--- config.mk ---
export PLATFORM = sky130hd
export DESIGN_NAME = video_word_stream_pixel_placer_flat
export DESIGN_NICKNAME = d
export VERILOG_FILES = /design/src/rtl/vwsp_pkg.sv /design/src/rtl/vwsp_if.sv /design/src/rtl/vwsp_cfg_regs.sv /design/src/rtl/vwsp_tracker.sv /design/src/rtl/video_word_stream_pixel_placer.sv /design/src/flat_wrapper.sv
export SDC_FILE = /design/constraint.sdc
export NUM_CORES = 1
export LEC_CHECK = 0
export BUFFER_PORTS_ARGS = -buffer_cell sky130_fd_sc_hd__buf_2
export CORE_ASPECT_RATIO = 1.4
export CORE_MARGIN = 2
export CORE_UTILIZATION = 56
export CTS_BUF_LIST = sky130_fd_sc_hd__clkbuf_4 sky130_fd_sc_hd__clkbuf_8
export DETAILED_ROUTE_END_ITERATION = 10
export PLACE_DENSITY_LB_ADDON = 0.3
export SLEW_MARGIN = 20
export SYNTH_ARGS = -nofsm -noshare
export SYNTH_HDL_FRONTEND = slang
export SYNTH_SLANG_ARGS = --single-unit
export TNS_END_PERCENT = 50
--- constraint.sdc ---
create_clock -name clk -period 4.1 [get_ports clk]
set_clock_uncertainty 0.2 [all_clocks]
set_input_delay 0.41 -clock clk [delete_from_list [all_inputs] [get_ports clk]]
set_output_delay 0.41 -clock clk [all_outputs]
set_load 0.02 [all_outputs]
--- src/rtl/vwsp_pkg.sv ---
package vwsp_pkg;

	localparam int unsigned WORD_W  = 32;
	localparam int unsigned COORD_W = 12;
	localparam int unsigned PIXEL_W = 16;
	localparam int unsigned COUNT_W = 7;
	localparam int unsigned INDEX_W = 2;

	// Data word layout
	localparam int unsigned COUNT_LSB  = 24;
	localparam int unsigned SYNC_BIT   = 16;
	localparam int unsigned START_BIT  = 15;
	localparam int unsigned BLANK_BIT  = 9;

	localparam logic [COORD_W-1:0] COORD_MAX = '1;

	localparam logic [COORD_W-1:0] RST_MAX_COLUMN       = 12'd324;
	localparam logic [COORD_W-1:0] RST_MAX_LINE         = 12'd257;
	localparam logic [COORD_W-1:0] RST_SKIP_AFTER_LINE  = 12'd20;
	localparam logic [COORD_W-1:0] RST_FRAME_START_LINE = 12'd19;

	typedef enum logic [INDEX_W-1:0] {
		REG_MAX_COLUMN       = 2'd0,
		REG_MAX_LINE         = 2'd1,
		REG_SKIP_AFTER_LINE  = 2'd2,
		REG_FRAME_START_LINE = 2'd3
	} reg_index_t;

	typedef struct packed {
		logic [COORD_W-1:0] max_column;
		logic [COORD_W-1:0] max_line;
		logic [COORD_W-1:0] skip_after_line;
		logic [COORD_W-1:0] frame_start_line;
	} cfg_t;

	typedef struct packed {
		logic               write_enable;
		logic [COORD_W-1:0] row;
		logic [COORD_W-1:0] column;
		logic [PIXEL_W-1:0] pixel;
		logic               frame_done;
		logic               word_gap;
		logic               packet_gap;
	} result_t;

endpackage

--- src/rtl/vwsp_if.sv ---
interface vwsp_word_if;
	import vwsp_pkg::*;

	logic              valid;
	logic              ready;
	logic [WORD_W-1:0] word;
	logic              is_header;

	modport source (output valid, word, is_header, input ready);
	modport sink   (input valid, word, is_header, output ready);
endinterface

interface vwsp_pixel_if;
	import vwsp_pkg::*;

	logic               valid;
	logic               ready;
	logic               write_enable;
	logic [COORD_W-1:0] row;
	logic [COORD_W-1:0] column;
	logic [PIXEL_W-1:0] pixel;
	logic               frame_done;
	logic               word_gap;
	logic               packet_gap;

	modport source (output valid, write_enable, row, column, pixel, frame_done, word_gap,
		packet_gap, input ready);
	modport sink   (input valid, write_enable, row, column, pixel, frame_done, word_gap,
		packet_gap, output ready);
endinterface

--- src/rtl/vwsp_cfg_regs.sv ---
module vwsp_cfg_regs
	import vwsp_pkg::*;
(
	input  logic               clk,
	input  logic               arst_n,
	input  logic               wr_en,
	input  logic [INDEX_W-1:0] wr_index,
	input  logic [COORD_W-1:0] wr_data,
	output cfg_t               cfg
);

	cfg_t cfg_q;

	always_ff @(posedge clk or negedge arst_n) begin
		if (!arst_n) begin
			cfg_q.max_column       <= RST_MAX_COLUMN;
			cfg_q.max_line         <= RST_MAX_LINE;
			cfg_q.skip_after_line  <= RST_SKIP_AFTER_LINE;
			cfg_q.frame_start_line <= RST_FRAME_START_LINE;
		end else if (wr_en) begin
			unique case (reg_index_t'(wr_index))
				REG_MAX_COLUMN:       cfg_q.max_column       <= wr_data;
				REG_MAX_LINE:         cfg_q.max_line         <= wr_data;
				REG_SKIP_AFTER_LINE:  cfg_q.skip_after_line  <= wr_data;
				REG_FRAME_START_LINE: cfg_q.frame_start_line <= wr_data;
			endcase
		end
	end

	assign cfg = cfg_q;

endmodule

--- src/rtl/vwsp_tracker.sv ---
module vwsp_tracker
	import vwsp_pkg::*;
(
	input  logic              clk,
	input  logic              arst_n,
	input  cfg_t              cfg,
	input  logic              advance,
	input  logic [WORD_W-1:0] word,
	input  logic              is_header,
	output result_t           res
);

	logic [WORD_W-1:0]  packet_counter_q;
	logic [COUNT_W-1:0] expected_count_q;
	logic               blanking_q;
	logic [COORD_W-1:0] line_q;
	logic [COORD_W-1:0] column_q;

	logic [COUNT_W-1:0] count;
	logic               sync;
	logic               blank_nx;
	logic [COORD_W-1:0] line_nx;
	logic [COORD_W-1:0] col_base;
	logic [COORD_W-1:0] column_nx;
	logic               skip;
	logic               in_bounds;

	always_comb begin
		count    = word[COUNT_LSB +: COUNT_W];
		sync     = word[SYNC_BIT];
		blank_nx = sync ? word[BLANK_BIT] : blanking_q;
		line_nx  = sync ? word[COORD_W-1:0] : line_q;
		col_base = sync ? '0 : column_q;
		// saturate at the top of the counter
		column_nx = blank_nx ? col_base
			: ((col_base == COORD_MAX) ? col_base : col_base + 1'b1);
		skip = line_nx > cfg.skip_after_line;
		in_bounds = (col_base != '0) && (col_base <= cfg.max_column)
			&& (line_nx != '0) && (line_nx <= cfg.max_line)
			&& (!skip || line_nx >= COORD_W'(2));

		res = '0;
		if (is_header) begin
			res.packet_gap = word != (packet_counter_q + 1'b1);
		end else begin
			res.word_gap   = count != expected_count_q;
			res.frame_done = sync && word[START_BIT] && (line_q != cfg.frame_start_line);
			if (!blank_nx && in_bounds) begin
				res.write_enable = 1'b1;
				res.row    = skip ? line_nx - COORD_W'(2) : line_nx - COORD_W'(1);
				res.column = col_base - 1'b1;
				res.pixel  = word[PIXEL_W-1:0];
			end
		end
	end

	always_ff @(posedge clk or negedge arst_n) begin
		if (!arst_n) begin
			packet_counter_q <= '0;
			expected_count_q <= '0;
			blanking_q       <= 1'b0;
			line_q           <= '0;
			column_q         <= '0;
		end else if (advance) begin
			if (is_header) begin
				packet_counter_q <= word;
			end else begin
				expected_count_q <= count + 1'b1;
				blanking_q       <= blank_nx;
				line_q           <= line_nx;
				column_q         <= column_nx;
			end
		end
	end

endmodule

--- src/rtl/video_word_stream_pixel_placer.sv ---
// An accepted word passes through the input register and then the result register
// to placement. Throughput: 1 word per cycle while placement stays ready; the tracker
// state updates as a word leaves the input register for the result register.
// Reset: arst_n clears both pipeline valids and the tracking state at once and
// loads the register defaults (324, 257, 20, 19).
module video_word_stream_pixel_placer
	import vwsp_pkg::*;
(
	input  logic               clk,
	input  logic               arst_n,
	vwsp_word_if.sink          capture,
	vwsp_pixel_if.source       placement,
	input  logic               wr_en,
	input  logic [INDEX_W-1:0] wr_index,
	input  logic [COORD_W-1:0] wr_data
);

	cfg_t cfg;

	// Input register: holds the word that the tracker works on.
	logic              valid_s1;
	logic [WORD_W-1:0] word_s1;
	logic              is_header_s1;

	// Result register: holds the finished word until placement takes it.
	logic    valid_s2;
	result_t res_s2;

	result_t res;
	logic    advance;

	vwsp_cfg_regs u_cfg (
		.clk      (clk),
		.arst_n   (arst_n),
		.wr_en    (wr_en),
		.wr_index (wr_index),
		.wr_data  (wr_data),
		.cfg      (cfg)
	);

	// Advance the input word into the result register when that register is
	// empty or being drained this cycle; the tracker state moves with it.
	assign advance       = valid_s1 && (!valid_s2 || placement.ready);
	assign capture.ready = !valid_s1 || advance;

	vwsp_tracker u_tracker (
		.clk       (clk),
		.arst_n    (arst_n),
		.cfg       (cfg),
		.advance   (advance),
		.word      (word_s1),
		.is_header (is_header_s1),
		.res       (res)
	);

	always_ff @(posedge clk or negedge arst_n) begin
		if (!arst_n) begin
			valid_s1 <= 1'b0;
		end else if (capture.ready) begin
			valid_s1 <= capture.valid;
		end
	end

	always_ff @(posedge clk) begin
		if (capture.valid && capture.ready) begin
			word_s1      <= capture.word;
			is_header_s1 <= capture.is_header;
		end
	end

	always_ff @(posedge clk or negedge arst_n) begin
		if (!arst_n) begin
			valid_s2 <= 1'b0;
		end else if (advance) begin
			valid_s2 <= 1'b1;
		end else if (placement.ready) begin
			// drop the word once taken
			valid_s2 <= 1'b0;
		end
	end

	always_ff @(posedge clk) begin
		if (advance) begin
			res_s2 <= res;
		end
	end

	assign placement.valid        = valid_s2;
	assign placement.write_enable = res_s2.write_enable;
	assign placement.row          = res_s2.row;
	assign placement.column       = res_s2.column;
	assign placement.pixel        = res_s2.pixel;
	assign placement.frame_done   = res_s2.frame_done;
	assign placement.word_gap     = res_s2.word_gap;
	assign placement.packet_gap   = res_s2.packet_gap;

`ifndef NO_ASSERTIONS
	// A header word only ever reports a packet gap.
	a_header_only_gap: assert property (@(posedge clk) disable iff (!arst_n)
		valid_s2 && res_s2.packet_gap |-> !res_s2.write_enable && !res_s2.word_gap
			&& !res_s2.frame_done)
		else $error("packet gap reported together with data word fields");

	// A sync word restarts the column, so it never carries a pixel write.
	a_sync_no_write: assert property (@(posedge clk) disable iff (!arst_n)
		valid_s2 && res_s2.frame_done |-> !res_s2.write_enable)
		else $error("frame end and pixel write in the same word");

	// Coordinates and pixel stay zero without a write.
	a_idle_zero: assert property (@(posedge clk) disable iff (!arst_n)
		valid_s2 && !res_s2.write_enable |-> res_s2.row == '0 && res_s2.column == '0
			&& res_s2.pixel == '0)
		else $error("nonzero coordinates without a pixel write");

	// The tracker only advances when the result register can take the word.
	a_no_overwrite: assert property (@(posedge clk) disable iff (!arst_n)
		advance |-> !valid_s2 || placement.ready)
		else $error("result register overwritten while stalled");
`endif

endmodule
--- src/flat_wrapper.sv ---
// flat-port wrapper written by rule: the top's interface ports become plain ports
module video_word_stream_pixel_placer_flat import vwsp_pkg::*;
  (clk, arst_n, wr_en, wr_index, wr_data, capture_valid, capture_word, capture_is_header, capture_ready, placement_valid, placement_write_enable, placement_row, placement_column, placement_pixel, placement_frame_done, placement_word_gap, placement_packet_gap, placement_ready);
  vwsp_word_if capture_i ();
  vwsp_pixel_if placement_i ();
  input  logic clk;
  input  logic arst_n;
  input  logic wr_en;
  input  logic [INDEX_W-1:0] wr_index;
  input  logic [COORD_W-1:0] wr_data;
  input wire logic [$bits(capture_i.valid)-1:0] capture_valid;
  input wire logic [$bits(capture_i.word)-1:0] capture_word;
  input wire logic [$bits(capture_i.is_header)-1:0] capture_is_header;
  output wire logic [$bits(capture_i.ready)-1:0] capture_ready;
  output wire logic [$bits(placement_i.valid)-1:0] placement_valid;
  output wire logic [$bits(placement_i.write_enable)-1:0] placement_write_enable;
  output wire logic [$bits(placement_i.row)-1:0] placement_row;
  output wire logic [$bits(placement_i.column)-1:0] placement_column;
  output wire logic [$bits(placement_i.pixel)-1:0] placement_pixel;
  output wire logic [$bits(placement_i.frame_done)-1:0] placement_frame_done;
  output wire logic [$bits(placement_i.word_gap)-1:0] placement_word_gap;
  output wire logic [$bits(placement_i.packet_gap)-1:0] placement_packet_gap;
  input wire logic [$bits(placement_i.ready)-1:0] placement_ready;
  assign capture_i.valid = capture_valid;
  assign capture_i.word = capture_word;
  assign capture_i.is_header = capture_is_header;
  assign capture_ready = capture_i.ready;
  assign placement_valid = placement_i.valid;
  assign placement_write_enable = placement_i.write_enable;
  assign placement_row = placement_i.row;
  assign placement_column = placement_i.column;
  assign placement_pixel = placement_i.pixel;
  assign placement_frame_done = placement_i.frame_done;
  assign placement_word_gap = placement_i.word_gap;
  assign placement_packet_gap = placement_i.packet_gap;
  assign placement_i.ready = placement_ready;
  video_word_stream_pixel_placer u_core (.clk(clk), .arst_n(arst_n), .capture(capture_i), .placement(placement_i), .wr_en(wr_en), .wr_index(wr_index), .wr_data(wr_data));
endmodule
==> metrics.md, run 1 <==
| Metric | Value |
|---|---|
| Final core occ | 66.15% |
| Mapped Cells | 908 |
| CP endpoint | u_core.placement.row[8] |
| TritonCTS buffer count | 17 |
| Max Buffers Root-to-Sink | 2 |
| Sequential fraction of the synthesis area | 50.99% |
| Combinational share of power | 27.2% |
| Slew Viols, Final | 0 |
| Synth area leader | dfrtp_1 |
| Core Rows | 58 |
| CTS tree | yes |
| Worst Setup End Kind | flop |
| Post-route ant nets | 0 |
| Final setup viols | 0 |
| Number of global-route vias before repair | 7361 |
| Buffers plus inverters on the worst setup path | 5 |
| Crit path max-delay cell type | a2111oi_0 |
| Clock power frac | 23.6% |
| Diode count | 0 |
| Core area | 0.01785 mm^2 |
| Worst flop-to-flop path endpoint | u_core.placement.row[8] |
| Clk sinks | 191 |
| Initial antenna violation count | 0 |
| Most common cell on crit path | buf_4 |
| Post-DP HPWL | 17230 um |
| Reg-to-reg slack, setup | 0.29 ns |
| Place WS | 0.07835 ns |
| Final Critical Period | 3.812 ns |
| Post-synth ARST share | 59.69% |
| Largest net degree at the start of global routing | 57 |
| Net switching fraction of the power | 32.41% |
| Main synth FF type | dfrtp_1 |
| CP Data Required Time | 4.20 ns |
| H-tree depth | 4 |
| Part of the power in registers | 49.2% |
| Setup ws final | 0.2883 ns |
| Die area | 0.01924 mm^2 |
| Io pins | 98 |
| Total wire length | 23670 um |
| Critical path depth | 13 |
| Crit-path leading delay family | compound AO/OA/AOI/OAI gates |
| Worst VDD drop | 0.0002581 V |
| Total negative slack | 0 ns |
| Worst-path cell chain | buf_4, buf_4, buf_4, o21ai_1, buf_4, ha_1, a21o_1, a21o_1, a2111oi_0, o221a_2, nand2_1, buf_4, nor3_1 |
| Post-CTS sizing | 0 |
| Layout area overhead | 16.29% |
| # nets final | 1155 |
| Placed Cells | 1234 |
| Worst Setup Start Kind | flop |
| Die width | 117.8 um |
| Launch point of the worst path | u_core.word_s1[16] |
| Avg Synthesized Cell Area | 11.18 um^2 |
| Final-report hold violation count | 0 |
| Number of enable flip-flop cells after synthesis | 77 |
| Maxcap violations | 0 |
| Mapped Nets | 1004 |
| Gpl congestion | 0.9444 |
| Status | finished clean |
| Residual DRC | 0 |
| Final Non-Filler Cells | 1312 |
| PortBufs | 97 |
| First-pass GRT wire length | 37710 um |
| Slew @ Worst Pin | 0.8646 ns |
| Initial DRT Pass Iterations | 5 |
| Average wire per standard cell | 18.04 um |
| Root buf cell | clkbuf_8 |
| Min-delay worst type | in -> reg |
| Net switching power | 0.001702 W |
| Power per cell area | 444.8 mW/mm^2 |
| Reg clk slew, reported paths | 0.10 ns |
| Vias | 7449 |
| Gr usage total | 25.08% |
| Synth Register Bits | 191 |
| Max incr delay on CP | 0.60 ns |
| Max Freq | 262.3 MHz |
| Share of layout cells above drive strength 1 | 24.07% |
| Netlist cell types | 71 |
| Reg2reg start | u_core.word_s1[16] |
| Clk_lat worst skew | 0.48 ns |
| Starting Density | 56.88% |
| Period utilization | 92.97% |
| Reg2Reg Depth | 13 |
| WS Path Type | reg -> reg |
| Fillers | 1421 |
| Post-synth top area share | 25.63% |
| Syn. warnings | 0 |
| RSZ-0062 raised after global routing | false |
| Int Power | 0.003550 W |
| Die H | 163.3 um |
| Worst Path Arrival | 3.91 ns |
| Routed vias/inst | 5.678 |
| Gr ovfl total | 0 |
| Rel. slew slack | 42.10% |
| Static leakage | 5.077 nW |
| Ranking of synthesized cells by area | dfrtp_1, edfxtp_1, mux2_2, ha_1, xnor2_1 |
| Starting DRT DRC Count | 541 |
| Worst-path fanout max | 25 |
| Netlist Area Pre-Place | 0.01015 mm^2 |
area by class of cell:
type | count | area, um^2 | area share (%)
sequential | 191 | 5177 | 43.84
clock buffer | 19 | 255.2 | 2.161
timing repair buffer | 164 | 1091 | 9.239
clock inverter | 13 | 137.6 | 1.166
tap | 240 | 300.3 | 2.543
inverter | 59 | 221.5 | 1.875
multi-input combinational | 626 | 4626 | 39.17
power groups by stage:
stage / Combinational, W / Sequential, W / Clock, W
6_report: 0.00143 / 0.00258 / 0.00124
4_1_cts: 0.00142 / 0.00258 / 0.00126
5_1_grt: 0.00158 / 0.00263 / 0.00133
2_1_floorplan: 0.000994 / 0.00258 / 0
3_5_place_dp: 0.00139 / 0.00262 / 0
3_3_place_gp: 0.00135 / 0.00261 / 0
layout by cell type, fill, tap and decap left out, drive strengths merged, types with 12 or more instances in the layout:
cell type | Yosys | routed
nor3 | 24 | 24
a21oi | 34 | 34
nor2 | 64 | 64
xnor2 | 62 | 62
edfxtp | 77 | 77
mux2 | 76 | 76
nand2 | 63 | 63
o21ai | 31 | 31
dlygate4sd3 | 0 | 40
and3 | 25 | 25
xor2 | 27 | 27
clkbuf | 19 | 19
nor2b | 12 | 12
ha | 44 | 44
dfrtp | 104 | 104
nand3 | 14 | 14
inv | 59 | 62
nand4 | 25 | 25
buf | 13 | 124
timing repair:
| item | CTS | global route |
|---|---|---|
| endpoints found under the setup margin | 0 | 19 |
| endpoints found under the hold margin | 92 | 0 |
| buffers inserted | 0 | 6 |
| hold buffers | 40 | 0 |
routing by layer:
layer	global-route usage, %	vias to the layer above	wire [um]
met3	3.073	58	769
met1	29.38	3637	9407
met2	45.64	205	12630
met4	12.10	0	855
li1	-	3549	-
met5	0	-	0
worst min-delay path, cell delays in order:
cell and delay [ns]:
buf_2 0.13, nand2_1 0.06, o21ai_0 0.06
synthesized netlist by cell type, types with 25 or more instances:
cell / number
dfrtp_1: 104
edfxtp_1: 77
mux2_2: 76
nor2_1: 64
nand2_1: 63
xnor2_1: 62
inv_1: 59
ha_1: 44
a21oi_1: 34
o21ai_0: 30
xor2_1: 27
and3_1: 25
logic make-up after synthesis:
group	count (synthesis)	share of synthesized area, %
and+or+nand+nor	276	14.44
buffers and inverters	91	3.536
muxes	87	9.512
DFF	191	50.99
xor gates and xnor gates	89	7.676
adders and majority gates	45	5.520
AOI/OAI and AO/OA	129	8.329
state kept, by name (all words and copies together), names as in the netlist, 7 cells and up:
name	count
u_core.u_tracker.line_q	12
u_core.placement.column	12
u_core.u_tracker.expected_count_q	7
u_core.placement.row	12
u_core.u_tracker.column_q	12
u_core.placement.pixel	16
u_core.u_cfg.cfg	48
u_core.u_tracker.packet_counter_q	32
u_core.word_s1	32
stage by stage:
stage          area (um^2)  hold WS (ns)  power, W
2_1_floorplan        10150      -0.08559  0.003573
3_3_place_gp         10970        0.2725  0.003958
3_5_place_dp         10970        0.2857  0.004006
4_1_cts              11760      0.005580  0.005263
5_1_grt              11810       0.01360  0.005536
6_report             11810       0.01022  0.005252
worst min-delay path by stage:
| stage | startpoint | to | slack, ns | depth (start not counted) |
|---|---|---|---|---|
| 6_report | wr_data[7] | u_core.u_cfg.cfg[43] | 0.01 | 3 |
| 2_1_floorplan | arst_n | u_core.placement.valid | -0.09 | 0 |
| 3_5_place_dp | u_core.valid_s1 | u_core.placement.valid | 0.29 | 1 |
| 3_3_place_gp | u_core.valid_s1 | u_core.placement.valid | 0.27 | 1 |
| 4_1_cts | wr_data[4] | u_core.u_cfg.cfg[40] | 0.006 | 3 |
| 5_1_grt | wr_data[4] | u_core.u_cfg.cfg[40] | 0.01 | 3 |
No activity file was read; power rests on OpenSTA's default activity.
==> inputs of run 2 (changes only) <==
SYNTH_HIERARCHICAL = 1   (was default)
==> metrics.md, run 2 <==
| Metric | Value |
|---|---|
| Period utilization | 89.74% (-3.2 points) |
| Part of the power in registers | 49.5% (+0.3 points) |
| Post-synthesis compound-gate area fraction | 7.921% (-0.41 points) |
| Commonest cells after routing, fill and taps aside | dfrtp_1, buf_2, nand2_1 |
| Post-synth top area share | 26.07% (+0.44 points) |
| Slew @ Worst Pin | 0.9739 ns (+0.1093 ns) |
| Root buf cell | clkbuf_8 |
| Status | finished clean |
| Die area | 0.01893 mm^2 (-1.6%) |
| Netlist Area Pre-Place | 0.009983 mm^2 (-1.7%) |
| Reg clk slew, reported paths | 0.11 ns (about the same) |
| Synth Register Bits | 191 (unchanged) |
| # nets final | 1147 (-0.69%) |
| Maxcap violations | 0 (unchanged) |
| Setup ws final | 0.4209 ns (+0.1326 ns) |
| Gr ovfl total | 0 (unchanged) |
| Most common cell after layout, fill and taps aside | dfrtp_1 |
| Largest family of logic cells by synthesized area | simple AND/OR/NAND/NOR gates |
| Post-synthesis xor/xnor area fraction | 7.720% (+0.044 points) |
| Diode count | 0 (unchanged) |
| Hold depth | 2 (-1) |
| Worst Setup End Kind | flop |
| Max Buffers Root-to-Sink | 2 (unchanged) |
| Final Critical Period | 3.679 ns (-0.1326 ns) |
| Layout area overhead | 16.15% |
| Die H | 162.0 um (-0.83%) |
| Avg Synthesized Cell Area | 10.89 um^2 (-2.7%) |
| Reg2Reg Depth | 10 (-3) |
| Worst Setup Start Kind | flop |
| Hold_ws | 0.01289 ns (+0.002666 ns) |
| Reg-to-reg slack, setup | 0.42 ns (+0.13 ns) |
| Met2 Use GR | 47.77% (+2.1 points) |
| Final core occ | 66.64% (+0.49 points) |
| Final-report hold violation count | 0 (unchanged) |
| Ranking of synthesized cells by area | dfrtp_1, edfxtp_1, mux2_2, ha_1, xnor2_1 |
| PortBufs | 97 (unchanged) |
| Worst flop-to-flop path endpoint | u_core/placement.column[6] |
| Met1 Resource Use GR | 31.12% (+1.7 points) |
| Slew Viols, Final | 0 (unchanged) |
| Hold Path End | u_core/u_cfg/cfg[1] |
| CTS tree | yes |
| Clk sinks | 191 (unchanged) |
| Initial antenna violation count | 0 (unchanged) |
| Average wire per standard cell | 18.36 um (+1.8%) |
| Starting Density | 57.37% (+0.49 points) |
| Sequential fraction of the synthesis area | 51.86% (+0.88 points) |
| Commonest cells post-synth | dfrtp_1, nand2_1, edfxtp_1 |
| H-tree depth | 4 (unchanged) |
| WS Path Type | reg -> reg |
| Power per cell area | 446.7 mW/mm^2 (+0.43%) |
| TritonCTS buffer count | 17 (unchanged) |
| Post-route ant nets | 0 (unchanged) |
| Min-delay worst type | in -> reg |
| Largest net degree at the start of global routing | 84 (+47%) |
| First-pass GRT wire length | 38530 um (+2.2%) |
| Synth area leader | dfrtp_1 |
| Worst-path fanout max | 27 (+8.0%) |
| Number of enable flip-flop cells after synthesis | 77 (unchanged) |
| Mapped Cells | 917 (+0.99%) |
| Starting DRT DRC Count | 540 (-0.18%) |
| Simple-gate portion of the synthesized area | 14.49% (+0.047 points) |
| Hold path start | wr_data[1] |
| Gr usage total | 26.79% (+1.7 points) |
| Static leakage | 4.951 nW (-2.5%) |
| Net switching fraction of the power | 33.95% (+1.5 points) |
| Top-count cell post-synth | dfrtp_1 |
| Share of layout cells above drive strength 1 | 22.07% (-2.0 points) |
| Gr busiest metal | met2 |
| Int Power | 0.003422 W (-3.6%) |
| Post-synth ARST share | 59.69% (unchanged) |
| Residual DRC | 0 (unchanged) |
| Pwr Total | 0.005180 W (-1.4%) |
| Vias | 7406 (-0.58%) |
| Net switching power | 0.001758 W (+3.3%) |
| RSZ-0062 raised after global routing | false |
| Routed vias/inst | 5.693 (+0.26%) |
| Clock power frac | 25.0% (+1.4 points) |
| Mapped Nets | 1012 (+0.80%) |
| Clk_lat worst skew | 0.50 ns (+0.02 ns) |
| Core Rows | 57 (-1.7%) |
| Post-CTS Setup Inserts | 0 (unchanged) |
| Combinational share of power | 25.5% (-1.7 points) |
| Total negative slack | 0 ns (unchanged) |
| Worst Path Arrival | 3.72 ns (-0.19 ns) |
| Fillers | 1399 (-1.5%) |
| Io pins | 98 (unchanged) |
| Reg2reg start | u_core/word_s1[16] |
| Core area | 0.01740 mm^2 (-2.5%) |
| Gpl congestion | 0.9084 (-3.8%) |
| Synth Area in Adders | 5.389% (-0.13 points) |
| Mux contribution to synthesized area | 8.598% (-0.91 points) |
| Worst VDD drop | 0.0002556 V (-0.95%) |
| Number of global-route vias before repair | 7397 (+0.49%) |
| Total wire length | 23890 um (+0.95%) |
| Netlist cell types | 60 (-15%) |
| Place WS | 0.4476 ns (+0.3693 ns) |
| M3 GR Usage | 4.403% (+1.3 points) |
| Syn. warnings | 6 (+6) |
| Initial DRT Pass Iterations | 6 (+1) |
| Rel. slew slack | 34.91% (-7.2 points) |
| Die width | 116.8 um (-0.82%) |
| CP Data Required Time | 4.14 ns (-0.06 ns) |
| Max FFs per register | 48 (unchanged) |
| Post-DP HPWL | 17280 um (+0.28%) |
| Final setup viols | 0 (unchanged) |
| Max Freq | 271.8 MHz (+3.6%) |
| Main synth FF type | dfrtp_1 |
run 2: cell types whose count changed after synthesis, sizes merged, moves of 6 or more:
cell	before	now
nand3	14	23
nand2	63	89
mux2	76	70
inv	59	69
o21ai	31	44
and3	25	4
a21oi	34	28
run 2: final cells by class:
cell class	count	area, um^2	share of cell area (%)
clock buffers	17	234.0	2.018
clock inverters	15	193.9	1.672
flip-flops and latches	191	5177	44.65
well taps	236	295.3	2.546
inverters	69	259.0	2.233
repair buffers	149	1013	8.740
multi-input cells	624	4423	38.14
run 2: metal layers:
layer  share of wire [%]  routed length (um)  vias up
met5                   0                   0        -
met4                 3.7                 877        0
met3                 3.9                 939       62
met2                  53               12650      211
met1                  39                9425     3627
li1                    -                   -     3506
run 2: timing repair:
item / CTS / global route
gates resized for setup: 0 / 0
setup endpoints to repair: 0 / 0
hold buffers: 39 / 0
hold endpoints to repair: 68 / 0
run 2: metrics by stage:
stage	cells	instance area (um^2)
floorplan	917	9983
global placement	1230	10780
detailed placement	1230	10780
CTS	1301	11600
global route	1301	11600
finish	1301	11600
run 2: worst max-delay path by stage:
stage	start	end	slack, ns	cells after the start
after CTS	u_core/word_s1[16]	u_core/placement.column[9]	0.44	10
after global placement	u_core/word_s1[16]	u_core/placement.row[1]	0.62	11
after global routing	u_core/word_s1[16]	u_core/placement.column[6]	0.24	12
final	u_core/word_s1[16]	u_core/placement.column[6]	0.42	10
after floorplan	u_core/word_s1[16]	u_core/placement.row[10]	0.09	15
after detailed placement	u_core/word_s1[16]	u_core/placement.column[9]	0.45	10
run 2: kinds of logic after synthesis:
| kind of cell | Yosys count |
|---|---|
| flops | 191 |
| mux | 77 |
| fa+ha+maj | 43 |
| buf+inv | 102 |
| compound gates | 126 |
| xor+xnor | 88 |
| simple gates | 290 |
run 2: critical path: stages, from the launching register on:
cell and delay, ns:
edfxtp_1 0.45, buf_12 0.20, o21ai_0 0.56, ha_1 0.24, nand4_1 0.18, a211oi_1 0.33
o21ba_2 0.26, a31oi_1 0.15, o221ai_4 0.54, buf_12 0.25, nor2_1 0.07
run 2: power groups by stage:
stage	Clock, W	Combinational [W]	Sequential (W)
6_report	0.00129	0.00132	0.00256
5_1_grt	0.00138	0.00148	0.00260
4_1_cts	0.00131	0.00132	0.00256
3_5_place_dp	0	0.00128	0.00260
3_3_place_gp	0	0.00124	0.00259
2_1_floorplan	0	0.000909	0.00255
==> inputs of run 3 (changes only) <==
CORE_UTILIZATION = 40   (was 56)
==> metrics.md, run 3 (synthesis results as in run 2) <==
| Metric | Value |
|---|---|
| Core area | 0.02459 mm^2 (+41%) |
| Static leakage | 4.978 nW (+0.55%) |
| Gr usage total | 19.63% (-7.2 points) |
| Max incr delay on CP | 0.49 ns (-0.07 ns) |
| Max Buffers Root-to-Sink | 2 (unchanged) |
| Gr ovfl total | 0 (unchanged) |
| Initial antenna violation count | 0 (unchanged) |
| Crit path max-delay cell type | o221ai_4 |
| Vias | 7176 (-3.1%) |
| CP Data Required Time | 4.13 ns (about the same) |
| Die area | 0.02626 mm^2 (+39%) |
| Most common cell after layout, fill and taps aside | dfrtp_1 |
| Rel. slew slack | 38.84% (+3.9 points) |
| Setup ws final | 0.2911 ns (-0.1298 ns) |
| Diode count | 0 (unchanged) |
| Min-delay worst type | in -> async |
| Total negative slack | 0 ns (unchanged) |
| Starting DRT DRC Count | 464 (-14%) |
| Final core occ | 47.75% (-19 points) |
| Die H | 190.9 um (+18%) |
| Status | finished clean |
| First-pass GRT wire length | 38760 um (+0.61%) |
| Post-route ant nets | 0 (unchanged) |
| Worst Setup Start Kind | flop |
| WS Path Type | reg -> reg |
| TritonCTS buffer count | 17 (unchanged) |
| Worst-path cell chain | buf_12, mux2i_1, inv_1, ha_1, nand4_1, a211oi_1, o21ba_2, a31oi_1, o221ai_4, buf_4, a21oi_1 |
| Starting Density | 40.60% (-17 points) |
| Core Rows | 68 (+19%) |
| PortBufs | 97 (unchanged) |
| Worst-path fanout max | 40 (+48%) |
| Max Freq | 262.5 MHz (-3.4%) |
| Storage element area | 0.005177 mm^2 (unchanged) |
| Die width | 137.5 um (+18%) |
| Final Critical Period | 3.809 ns (+0.1298 ns) |
| Root buf cell | clkbuf_8 |
| Reg clk slew, reported paths | 0.10 ns (about the same) |
| Worst VDD drop | 0.0002375 V (-7.1%) |
| Max FFs per register | 48 (unchanged) |
| Post-DP HPWL | 18240 um (+5.6%) |
| Post-CTS Setup Inserts | 0 (unchanged) |
| Routed vias/inst | 5.177 (-9.0%) |
| Average wire per standard cell | 17.69 um (-3.7%) |
| # nets final | 1153 (+0.52%) |
| Worst Path Arrival | 3.84 ns (+0.12 ns) |
| Multi-input gate area | 0.004423 mm^2 (unchanged) |
| Final setup viols | 0 (unchanged) |
| H-tree depth | 4 (unchanged) |
| Gpl congestion | 0.8527 (-6.1%) |
| Final-report hold violation count | 0 (unchanged) |
| Hold_ws | 0.04505 ns (+0.03216 ns) |
| Share of layout cells above drive strength 1 | 22.13% (+0.063 points) |
| Period utilization | 92.90% (+3.2 points) |
| Number of global-route vias before repair | 7156 (-3.3%) |
| Residual DRC | 0 (unchanged) |
| Layout area overhead | 17.60% |
| Clk_lat worst skew | 0.49 ns (about the same) |
| Power per cell area | 444.1 mW/mm^2 (-0.59%) |
| Slew @ Worst Pin | 0.9134 ns (-0.06052 ns) |
| Io pins | 98 (unchanged) |
| Initial DRT Pass Iterations | 5 (-1) |
| Place WS | 0.2737 ns (-0.1739 ns) |
| Slew Viols, Final | 0 (unchanged) |
| RSZ-0062 raised after global routing | false |
| Largest net degree at the start of global routing | 111 (+32%) |
| Total wire length | 24520 um (+2.6%) |
| Fillers | 2294 (+64%) |
| Commonest cells after routing, fill and taps aside | dfrtp_1, buf_2, nand2_1 |
| Worst Setup End Kind | flop |
| Clk sinks | 191 (unchanged) |
| Maxcap violations | 0 (unchanged) |
| CTS tree | yes |
-- run 3: worst paths after layout --
kind | from | endpoint | slack (ns) | cells after the start
worst min-delay path | arst_n | u_core/u_cfg/cfg[31] | 0.05 | 2
worst max register to register | u_core/word_s1[16] | u_core/placement.column[4] | 0.29 | 11
worst max-delay path | u_core/word_s1[16] | u_core/placement.column[4] | 0.29 | 11
max in group asynchronous | arst_n | u_core/u_tracker/line_q[4] | 2.80 | 3
min in group clk | wr_data[8] | u_core/u_cfg/cfg[20] | 0.05 | 2
worst min register to register | u_core/u_tracker/blanking_q | u_core/u_tracker/blanking_q | 0.29 | 2
-- run 3: final cells by class --
type	count	area share, %
Clock buffer	17	1.993
Clock inverter	15	1.673
Tap cell	315	3.357
Timing Repair Buffer	155	8.995
Inverter	69	2.206
Multi-Input combinational cell	624	37.67
Sequential cell	191	44.10
-- run 3: power by group --
part	total [W]	internal [W]	switching, W	leakage [nW]
sequential	0.00256	0.00230	0.000262	2.13
combinational	0.00132	0.000601	0.000721	2.63
clock	0.00133	0.000576	0.000755	0.217
total	0.00521	0.00348	0.00174	4.98
-- run 3: metrics by stage --
step,area [um^2],instances,power (W)
finish,11740,1386,0.005213
global route,11740,1386,0.005532
CTS,11740,1386,0.005269
detailed placement,10880,1311,0.003892
global placement,10880,1311,0.003862
floorplan,9983,917,0.003463
-- run 3: critical path, delay by kind of cell, from the launching register on --
family	cells	cell delay (ns)
AOI/OAI and AO/OA	5	1.29
buffers and inverters	3	0.72
and+or+nand+nor	1	0.14
DFF	1	0.39
adders and majority gates	1	0.33
muxes	1	0.45
-- run 3: routing by layer --
layer  wire [um]  vias up  global-route usage, %  share of wire [%]
li1            -     3500                      -                  -
met1       10130     3471                  23.46                 41
met2       12850      162                  34.88                 52
met3         837       43                  3.288                3.4
met4         704        0                  7.494                2.9
met5           0        -                      0                  0
-- run 3: timing repair --
| action | in CTS | in global routing |
|---|---|---|
| resized for setup | 0 | 0 |
| hold buffers | 43 | 0 |
| endpoints found under the hold margin | 160 | 0 |
